==> src/design/ftpp_pkg.sv <==
// Shared types and constants of the file transfer packet parser.
package ftpp_pkg;

  localparam int unsigned CfgW         = 10;
  localparam int unsigned DataMax      = 512;
  localparam logic [CfgW-1:0] MaxDataRst = 10'd512;
  localparam int unsigned FifoDepthDef = 4;

  // opcodes
  localparam logic [3:0] OP_RRQ   = 4'd1;
  localparam logic [3:0] OP_WRQ   = 4'd2;
  localparam logic [3:0] OP_DATA  = 4'd3;
  localparam logic [3:0] OP_ACK   = 4'd4;
  localparam logic [3:0] OP_ERROR = 4'd5;
  localparam logic [3:0] OP_DIRQ  = 4'd6;
  localparam logic [3:0] OP_LOGRQ = 4'd7;
  localparam logic [3:0] OP_DELRQ = 4'd8;
  localparam logic [3:0] OP_BCAST = 4'd9;
  localparam logic [3:0] OP_DISC  = 4'd10;

  // field kinds
  localparam logic [2:0] KIND_NONE    = 3'd0;
  localparam logic [2:0] KIND_OPCODE  = 3'd1;
  localparam logic [2:0] KIND_BLOCK   = 3'd2;
  localparam logic [2:0] KIND_SIZE    = 3'd3;
  localparam logic [2:0] KIND_ERRCODE = 3'd4;
  localparam logic [2:0] KIND_TEXT    = 3'd5;
  localparam logic [2:0] KIND_DATA    = 3'd6;
  localparam logic [2:0] KIND_FLAG    = 3'd7;

  // parse status
  localparam logic [1:0] ST_OK       = 2'd0;
  localparam logic [1:0] ST_BAD_OP   = 2'd1;
  localparam logic [1:0] ST_OVERSIZE = 2'd2;

  typedef struct packed {
    logic [7:0] data;
    logic       is_zero;
  } item_t;

  typedef struct packed {
    logic [3:0]  message_type;
    logic [2:0]  field_kind;
    logic [15:0] field_value;
    logic        field_valid;
    logic        message_done;
    logic [15:0] message_length;
    logic [1:0]  parse_status;
  } res_t;

endpackage

==> src/design/ftpp_front.sv <==
// Input stage: registers each byte and tags terminator bytes.
module ftpp_front import ftpp_pkg::*; (
  input  logic       clk_i,
  input  logic       rst_ni,
  input  logic       in_valid_i,
  output logic       in_ready_o,
  input  logic [7:0] in_byte_i,
  output logic       push_o,
  output item_t      push_item_o,
  input  logic       q_ready_i
);

  logic  vld_q, vld_d;
  item_t item_q;

  assign in_ready_o  = !vld_q || q_ready_i;
  assign push_o      = vld_q && q_ready_i;
  assign push_item_o = item_q;
  assign vld_d       = in_ready_o ? in_valid_i : vld_q;

  always_ff @(posedge clk_i or negedge rst_ni) begin
    if (!rst_ni) begin
      vld_q <= 1'b0;
    end else begin
      vld_q <= vld_d;
    end
  end

  always_ff @(posedge clk_i) begin
    if (in_valid_i && in_ready_o) begin
      item_q.data    <= in_byte_i;
      item_q.is_zero <= (in_byte_i == 8'h00);
    end
  end

endmodule

==> src/design/ftpp_fifo.sv <==
// Short queue of classified bytes between the input stage and the parser.
module ftpp_fifo import ftpp_pkg::*; #(
  parameter int unsigned Depth = FifoDepthDef
) (
  input  logic  clk_i,
  input  logic  rst_ni,
  input  logic  push_i,
  input  item_t push_item_i,
  output logic  ready_o,
  output logic  valid_o,
  output item_t head_o,
  input  logic  pop_i
);

  localparam int unsigned PtrW = (Depth > 1) ? $clog2(Depth) : 1;
  localparam int unsigned CntW = $clog2(Depth + 1);

  item_t            mem_q [Depth];
  logic [PtrW-1:0]  wr_ptr_q, rd_ptr_q;
  logic [CntW-1:0]  cnt_q;
  logic             wr, rd;

  assign ready_o = (cnt_q != CntW'(Depth));
  assign valid_o = (cnt_q != '0);
  assign head_o  = mem_q[rd_ptr_q];
  assign wr      = push_i && ready_o;
  assign rd      = pop_i && valid_o;

  always_ff @(posedge clk_i or negedge rst_ni) begin
    if (!rst_ni) begin
      wr_ptr_q <= '0;
      rd_ptr_q <= '0;
      cnt_q    <= '0;
    end else begin
      if (wr) begin
        wr_ptr_q <= (wr_ptr_q == PtrW'(Depth - 1)) ? '0 : wr_ptr_q + 1'b1;
      end
      if (rd) begin
        rd_ptr_q <= (rd_ptr_q == PtrW'(Depth - 1)) ? '0 : rd_ptr_q + 1'b1;
      end
      if (wr && !rd) begin
        cnt_q <= cnt_q + 1'b1;
      end else if (rd && !wr) begin
        cnt_q <= cnt_q - 1'b1;
      end
    end
  end

  always_ff @(posedge clk_i) begin
    if (wr) begin
      mem_q[wr_ptr_q] <= push_item_i;
    end
  end

endmodule

==> src/design/ftpp_parse.sv <==
// Packet field parser with the size limit register and the result register.
module ftpp_parse import ftpp_pkg::*; (
  input  logic            clk_i,
  input  logic            rst_ni,
  input  logic            cfg_we_i,
  input  logic [CfgW-1:0] cfg_wdata_i,
  input  logic            in_valid_i,
  input  item_t           in_item_i,
  output logic            pop_o,
  output logic            out_valid_o,
  output res_t            out_res_o,
  input  logic            out_ready_i
);

  typedef enum logic [3:0] {
    STEP_OP = 4'b0001,
    STEP_F1 = 4'b0010,
    STEP_F2 = 4'b0100,
    STEP_F3 = 4'b1000
  } step_e;

  step_e           step_q, step_d;
  logic [7:0]      hi_q, hi_d;
  logic            hflag_q, hflag_d;
  logic [3:0]      op_q, op_d;
  logic [9:0]      size_q, size_d;
  logic [9:0]      count_q, count_d;
  logic [15:0]     total_q, total_d, total_inc;
  logic [CfgW-1:0] max_q;
  logic            ovld_q;
  res_t            ores_q, res;

  logic [7:0]  b;
  logic [15:0] word, lim, max16;
  logic        use16, clear, done, bad, fire, in_ready;
  logic [9:0]  count_inc;

  assign in_ready    = !ovld_q || out_ready_i;
  assign fire        = in_valid_i && in_ready;
  assign pop_o       = fire;
  assign out_valid_o = ovld_q;
  assign out_res_o   = ores_q;

  assign b         = in_item_i.data;
  assign word      = {hi_q, b};
  assign max16     = {6'b0, max_q};
  assign lim       = (max16 < 16'(DataMax)) ? max16 : 16'(DataMax);
  assign total_inc = (total_q != 16'hffff) ? total_q + 16'd1 : total_q;
  assign count_inc = count_q + 10'd1;

  always_comb begin
    res     = '0;
    step_d  = step_q;
    hi_d    = hi_q;
    hflag_d = hflag_q;
    op_d    = op_q;
    size_d  = size_q;
    count_d = count_q;
    total_d = total_inc;
    use16   = 1'b0;
    clear   = 1'b0;
    done    = 1'b0;
    bad     = 1'b0;

    unique case (step_q)
      STEP_OP: begin
        use16 = 1'b1;
        if (hflag_q) begin
          if (word >= 16'd1 && word <= 16'd10) begin
            op_d             = word[3:0];
            res.message_type = word[3:0];
            res.field_kind   = KIND_OPCODE;
            res.field_value  = word;
            res.field_valid  = 1'b1;
            if (word[3:0] == OP_DIRQ || word[3:0] == OP_DISC) begin
              done = 1'b1;
            end else begin
              step_d = STEP_F1;
            end
          end else begin
            res.field_value  = word;
            res.parse_status = ST_BAD_OP;
            clear            = 1'b1;
          end
        end
      end
      STEP_F1: begin
        res.message_type = op_q;
        unique case (op_q) inside
          OP_RRQ, OP_WRQ, OP_LOGRQ, OP_DELRQ: begin
            if (!in_item_i.is_zero) begin
              res.field_kind  = KIND_TEXT;
              res.field_value = {8'h00, b};
              res.field_valid = 1'b1;
            end else begin
              done = 1'b1;
            end
          end
          OP_DATA: begin
            use16 = 1'b1;
            if (hflag_q) begin
              res.field_kind  = KIND_SIZE;
              res.field_value = word;
              if (word > lim) begin
                res.parse_status = ST_OVERSIZE;
                clear            = 1'b1;
              end else begin
                res.field_valid = 1'b1;
                size_d          = word[9:0];
                count_d         = '0;
                step_d          = STEP_F2;
              end
            end
          end
          OP_ACK: begin
            use16 = 1'b1;
            if (hflag_q) begin
              res.field_kind  = KIND_BLOCK;
              res.field_value = word;
              res.field_valid = 1'b1;
              done            = 1'b1;
            end
          end
          OP_ERROR: begin
            use16 = 1'b1;
            if (hflag_q) begin
              res.field_kind  = KIND_ERRCODE;
              res.field_value = word;
              res.field_valid = 1'b1;
              step_d          = STEP_F2;
            end
          end
          OP_BCAST: begin
            res.field_kind  = KIND_FLAG;
            res.field_value = {8'h00, b};
            res.field_valid = 1'b1;
            step_d          = STEP_F2;
          end
          default: bad = 1'b1;
        endcase
      end
      STEP_F2: begin
        res.message_type = op_q;
        unique case (op_q) inside
          OP_DATA: begin
            use16 = 1'b1;
            if (hflag_q) begin
              res.field_kind  = KIND_BLOCK;
              res.field_value = word;
              res.field_valid = 1'b1;
              if (size_q == '0) begin
                done = 1'b1;
              end else begin
                step_d = STEP_F3;
              end
            end
          end
          OP_ERROR, OP_BCAST: begin
            if (!in_item_i.is_zero) begin
              res.field_kind  = KIND_TEXT;
              res.field_value = {8'h00, b};
              res.field_valid = 1'b1;
            end else begin
              done = 1'b1;
            end
          end
          default: bad = 1'b1;
        endcase
      end
      STEP_F3: begin
        res.message_type = op_q;
        if (op_q == OP_DATA) begin
          res.field_kind  = KIND_DATA;
          res.field_value = {8'h00, b};
          res.field_valid = 1'b1;
          count_d         = count_inc;
          if (count_inc >= size_q) begin
            done = 1'b1;
          end
        end else begin
          bad = 1'b1;
        end
      end
      default: bad = 1'b1;
    endcase

    // first byte of a 16-bit field is held, the second releases it
    if (use16) begin
      hi_d    = hflag_q ? 8'h00 : b;
      hflag_d = !hflag_q;
    end

    if (bad) begin
      res   = '0;
      clear = 1'b1;
    end else if (done) begin
      res.message_done   = 1'b1;
      res.message_length = total_inc;
      clear              = 1'b1;
    end

    if (clear) begin
      step_d  = STEP_OP;
      hi_d    = '0;
      hflag_d = 1'b0;
      op_d    = '0;
      size_d  = '0;
      count_d = '0;
      total_d = '0;
    end
  end

  always_ff @(posedge clk_i or negedge rst_ni) begin
    if (!rst_ni) begin
      step_q  <= STEP_OP;
      hi_q    <= '0;
      hflag_q <= 1'b0;
      op_q    <= '0;
      size_q  <= '0;
      count_q <= '0;
      total_q <= '0;
      max_q   <= MaxDataRst;
      ovld_q  <= 1'b0;
    end else begin
      if (cfg_we_i) begin
        max_q <= cfg_wdata_i;
      end
      if (fire) begin
        step_q  <= step_d;
        hi_q    <= hi_d;
        hflag_q <= hflag_d;
        op_q    <= op_d;
        size_q  <= size_d;
        count_q <= count_d;
        total_q <= total_d;
      end
      if (in_ready) begin
        ovld_q <= in_valid_i;
      end
    end
  end

  always_ff @(posedge clk_i) begin
    if (fire) begin
      ores_q <= res;
    end
  end

endmodule

==> src/design/file_transfer_packet_parser.sv <==
// Top level of the file transfer packet parser.
//
//   channel  | dir | transaction                  | payload
//   s_axis   | in  | one raw packet byte          | tdata[7:0] byte
//   m_axis   | out | one parse result per byte    | tdata/tuser/tlast, see ports
//   cfg      | in  | write of max data size       | cfg_wdata_i[9:0]
//
// One byte is taken per cycle while the output is not stalled, and gives one
// result; throughput is set by the field update in the parser. The path from
// input to output runs through the input register, queue and result register.
// Reset clears all parse state and sets the size limit to 512; no clearing pass.
// A stalled output fills the result register, then the queue, then the input
// register before s_axis_tready drops.
module file_transfer_packet_parser import ftpp_pkg::*; #(
  parameter int unsigned FifoDepth = FifoDepthDef
) (
  input  logic            clk_i,
  input  logic            rst_ni,
  input  logic            s_axis_tvalid,
  output logic            s_axis_tready,
  input  logic [7:0]      s_axis_tdata,   // [7:0] in_byte
  output logic            m_axis_tvalid,
  input  logic            m_axis_tready,
  // [3:0] message_type, [19:4] field_value, [20] field_valid,
  // [36:21] message_length, [38:37] parse_status, [39] zero
  output logic [39:0]     m_axis_tdata,
  output logic [2:0]      m_axis_tuser,   // [2:0] field_kind
  output logic            m_axis_tlast,   // message_done
  input  logic            cfg_we_i,
  input  logic [CfgW-1:0] cfg_wdata_i
);

  logic  push, q_ready, q_valid, pop;
  item_t push_item, head;
  res_t  res;

  ftpp_front u_front (
    .clk_i       (clk_i),
    .rst_ni      (rst_ni),
    .in_valid_i  (s_axis_tvalid),
    .in_ready_o  (s_axis_tready),
    .in_byte_i   (s_axis_tdata),
    .push_o      (push),
    .push_item_o (push_item),
    .q_ready_i   (q_ready)
  );

  ftpp_fifo #(
    .Depth (FifoDepth)
  ) u_fifo (
    .clk_i       (clk_i),
    .rst_ni      (rst_ni),
    .push_i      (push),
    .push_item_i (push_item),
    .ready_o     (q_ready),
    .valid_o     (q_valid),
    .head_o      (head),
    .pop_i       (pop)
  );

  ftpp_parse u_parse (
    .clk_i       (clk_i),
    .rst_ni      (rst_ni),
    .cfg_we_i    (cfg_we_i),
    .cfg_wdata_i (cfg_wdata_i),
    .in_valid_i  (q_valid),
    .in_item_i   (head),
    .pop_o       (pop),
    .out_valid_o (m_axis_tvalid),
    .out_res_o   (res),
    .out_ready_i (m_axis_tready)
  );

  assign m_axis_tdata = {1'b0, res.parse_status, res.message_length, res.field_valid,
                         res.field_value, res.message_type};
  assign m_axis_tuser = res.field_kind;
  assign m_axis_tlast = res.message_done;

  // a finished message always reports a nonzero length
  assert property (@(posedge clk_i) disable iff (!rst_ni)
    m_axis_tvalid && m_axis_tlast |-> m_axis_tdata[36:21] != 16'd0)
    else $error("message done with zero length");

  // an error result never carries a valid field or a message end
  assert property (@(posedge clk_i) disable iff (!rst_ni)
    m_axis_tvalid && m_axis_tdata[38:37] != ST_OK |-> !m_axis_tdata[20] && !m_axis_tlast)
    else $error("error result marked valid or done");

  // an opcode result names the same opcode as message type
  assert property (@(posedge clk_i) disable iff (!rst_ni)
    m_axis_tvalid && m_axis_tuser == KIND_OPCODE
      |-> m_axis_tdata[3:0] == m_axis_tdata[7:4] && m_axis_tdata[3:0] != 4'd0)
    else $error("opcode result disagrees with message type");

  // length is reported only with the end of a message
  assert property (@(posedge clk_i) disable iff (!rst_ni)
    m_axis_tvalid && !m_axis_tlast |-> m_axis_tdata[36:21] == 16'd0)
    else $error("length reported outside message end");

endmodule
==> config.mk <==
export PLATFORM = sky130hd
export DESIGN_NAME = file_transfer_packet_parser
export DESIGN_NICKNAME = d
export VERILOG_FILES = /design/src/design/ftpp_pkg.sv /design/src/design/ftpp_front.sv /design/src/design/ftpp_fifo.sv /design/src/design/ftpp_parse.sv /design/src/design/file_transfer_packet_parser.sv
export SDC_FILE = /design/constraint.sdc
export NUM_CORES = 1
export LEC_CHECK = 0
export ABC_AREA = 1
export BUFFER_PORTS_ARGS = -buffer_cell sky130_fd_sc_hd__buf_2
export CAP_MARGIN = 5
export CORE_ASPECT_RATIO = 0.7
export CORE_MARGIN = 5
export CORE_UTILIZATION = 35
export DETAILED_ROUTE_END_ITERATION = 10
export PLACE_DENSITY = 0.54
export SLEW_MARGIN = 20
export SYNTH_ARGS = -nofsm -noshare
export SYNTH_HDL_FRONTEND = slang
export SYNTH_SLANG_ARGS = --single-unit
==> constraint.sdc <==
create_clock -name clk_i -period 3.58 [get_ports clk_i]
set_input_delay 0.716 -clock clk_i [delete_from_list [all_inputs] [get_ports clk_i]]
set_output_delay 0.716 -clock clk_i [all_outputs]
set_load 0.05 [all_outputs]
==> flow_metrics.tcl <==
set metrics [dict create \
    ys_warn_count 0 \
    cp_max_fo 19 \
    place_hpwl_um 14200 \
    grt_max_degree 40 \
    synth-edff-count 88 \
    die_x_um 190 \
    synth.net_count 914 \
    synth_top_area_frac 0.332 \
    yosysTopAreaCell "edfxtp_1" \
    path_buf_inv 5 \
    fp-row-count 46 \
    fin_crit_sh 0.931 \
    layout-drive-gt1-share 0.172 \
    hold_class "input port to asynchronous set/reset pin" \
    p_leak_nw 4.29 \
    wire_per_inst_um 15.2 \
    final_nets 993 \
    cts_tree "built" \
    core-area_um2 22500 \
    report.final.hold_viol_count 0 \
    worst_path_largest_cell_delay_ns 0.42 \
    slowest_stage "dfrtp_1" \
    fin_tns_setup_ns 0 \
    whs_ns 0.353 \
    pwr-share-comb 0.453 \
    cts_sinks 160 \
    crit_path_end_kind "flop" \
    power_density_nw_per_um2 913 \
    synth_top_flop_cell "edfxtp_1" \
    reg2reg_slack_ns 0.25 \
    avgSynthCellArea_um2 9.24 \
    placedCellCount 1230 \
    layout_min_cycle_time_ns 3.33 \
    drtAntennaViolNets 0 \
    grt_first_pass_wirelength_um 31100 \
    ys_seq_elements 160 \
    yosys-top-cells-count "nand2_1 (201), inv_1 (102), nor2_1 (90), edfxtp_1 (88), nand3_1 (81)" \
    internal-power_w 0.00459 \
    finClkSkew_ns 0.0105 \
    relSlewSlack 0.341 \
    final_cells 1266 \
    synth.most_common_cell "nand2_1" \
    swShare 0.463 \
    pwr-share-seq 0.319 \
    num_vias 5958 \
    crit_chain "nand3_1 > nor2_1 > nand4_1 > xor2_1 > inv_1 > ha_1 > a21oi_1 > o21a_1 > nand4_1 > nand2_1 > inv_1 > nor2_1 > nand2_2 > nor2_4 > buf_12 > nand2_2 > inv_2 > a21oi_4 > buf_4 > nand3b_1 > nand2_1" \
    drc 0 \
    antenna_found_initial 0 \
    path_delay_family "simple AND/OR/NAND/NOR gates" \
    arrival_ns 3.68 \
    cp-start-kind "flop" \
    first_pass_iters 5 \
    path_class "flop to flop" \
    clk_path_buf_depth 2 \
    place_congestion 0.883 \
    cp-startpoint "u_parse.count_q[2]" \
    rsz0062_at_grt "false" \
    area_growth_pct 17.4 \
    synth_cell_type_count 46 \
    r2r_cells 21 \
    syn_area_um2 7970 \
    die_h_um 136 \
    wl_um 19200 \
    grtUsageTotal 0.155 \
    fmax_ghz 0.300 \
    r2r-end "u_parse.count_q[0]" \
    crit_path_end "u_parse.count_q[0]" \
    clkTransAtPathRegs_ns 0.07 \
    finalSetupViolations 0 \
    cap_violations 0 \
    syn_inst 862 \
    p_sw_w 0.00395 \
    power_w 0.00854 \
    htreeDepth 4 \
    cts_root_buffer "clkbuf_16" \
    drt_iter0_markers 550 \
    cp_num_cells 21 \
    initial_utilization 0.354 \
    overflow 0 \
    slew_viol_final 0 \
    clkPwrFrac 0.227 \
    worstReg2RegStart "u_parse.count_q[2]" \
    die_area_um2 25900 \
    io_pins 69 \
    worst_pin_slew_ns 0.985 \
    numCtsBuffers 17 \
    insertion_delay_ns 0.45 \
    status "finished clean" \
    drt-vias-per-instance 4.71 \
    ir_drop_uv 455 \
    grt_pass1_vias 5717 \
    synthArstFlopShare 0.450 \
    port-buffer-count 67 \
    synth_area_leaders "edfxtp_1 (33%), dfrtp_1 (22%), nand2_1 (9.5%)" \
    num_antenna_cells 0 \
    ys_seq_area_frac 0.558 \
    cp.required_ns 3.92 \
]
[what timing repair did]
action                     CTS  global route
resized for setup            0            14
setup endpoints to repair    0            37
setup buffers                0             3
hold buffers                 0             0
[final cells by class]
class | count | area [um^2]
fill | 2231 | 13200
inverter | 112 | 420
tap | 312 | 390
timing repair buffer | 80 | 445
multi-input combinational | 570 | 3020
clock inverter | 15 | 204
clock buffer | 17 | 425
sequential | 160 | 4450
[layout by cell type (no fill, tap or decap), types with 2 or more instances in the layout]
cell type / synthesis / layout
inv_2: 9 / 10
nor3_1: 11 / 11
nand2_1: 201 / 201
bufinv_16: 0 / 2
buf_2: 5 / 67
nand3_1: 81 / 81
o31ai_1: 9 / 9
and2_1: 2 / 2
o21ai_1: 7 / 6
o22ai_1: 2 / 2
o21bai_1: 3 / 3
a21oi_1: 20 / 20
nor2_2: 6 / 5
inv_1: 102 / 101
nand4_1: 9 / 9
o21ai_2: 0 / 2
edfxtp_1: 88 / 88
dfrtp_1: 70 / 69
xor2_1: 16 / 16
nand2_2: 10 / 10
or2_2: 2 / 2
clkinv_8: 0 / 2
clkbuf_16: 0 / 17
nor2_4: 0 / 4
nor2_1: 90 / 87
inv_8: 0 / 6
nor4_1: 3 / 3
mux2_2: 9 / 9
o21ai_0: 43 / 43
a21oi_4: 1 / 2
buf_4: 1 / 12
dfstp_2: 2 / 2
o21a_1: 2 / 2
inv_6: 0 / 4
ha_1: 28 / 27
[sequential cells by signal, indices dropped and copies added (netlist names)]
register             flops
u_fifo.mem_q            36
u_parse.step_q           4
u_fifo.cnt_q             3
u_parse.count_q         10
u_parse.size_q          10
u_parse.hflag_q          1
u_parse.out_res_o       43
u_parse.op_q             4
u_fifo.wr_ptr_q          2
u_parse.max_q           10
u_parse.out_valid_o      1
u_parse.hi_q             8
u_front.push_item_o      9
u_front.vld_q            1
u_parse.total_q         16
u_fifo.rd_ptr_q          2
[power by group through the flow]
stage	Combinational [W]	Sequential [W]	Clock (W)
after global placement	0.00367	0.00276	0
final	0.00387	0.00273	0.00194
after floorplan	0.00220	0.00335	0
after global routing	0.00431	0.00278	0.00206
after CTS	0.00370	0.00273	0.00199
after detailed placement	0.00369	0.00276	0
[worst min path at each step]
stage,start,endpoint,slack [ns],cells past startpoint
3_3_place_gp,u_parse.step_q[0],u_parse.step_q[0],0.47,2
4_1_cts,rst_ni,u_parse.hi_q[2],0.37,1
5_1_grt,rst_ni,u_parse.hi_q[2],0.40,1
6_report,rst_ni,u_parse.hi_q[2],0.35,1
3_5_place_dp,u_parse.step_q[0],u_parse.step_q[0],0.48,2
2_1_floorplan,rst_ni,u_fifo.cnt_q[0],0.42,0
[stage by stage]
step / util / area (um^2) / worst slack [ns]
after detailed placement: 0.384 / 8640 / 0.180
after CTS: 0.412 / 9270 / 0.160
after floorplan: - / 7970 / 0.781
after global placement: 0.384 / 8640 / 0.166
final: 0.415 / 9350 / 0.245
after global routing: 0.415 / 9350 / 0.00273
[cells by family after synthesis]
| group | after synthesis | synth area share |
|---|---|---|
| other cells | 1 | 0.000471 |
| compound gates | 93 | 0.0679 |
| simple gates | 420 | 0.226 |
| flops | 160 | 0.558 |
| fa+ha+maj | 29 | 0.0465 |
| buf+inv | 133 | 0.0696 |
| mux | 9 | 0.0127 |
| xor+xnor | 17 | 0.0187 |
[per-layer routing]
layer | track usage | share of wire | up-vias
met5 | 0 | 0 | -
met4 | 0.0474 | 0.011 | 0
met3 | 0.0418 | 0.051 | 16
met2 | 0.206 | 0.39 | 154
met1 | 0.243 | 0.54 | 2778
li1 | - | - | 3010
(Power assumes the default switching activity.)
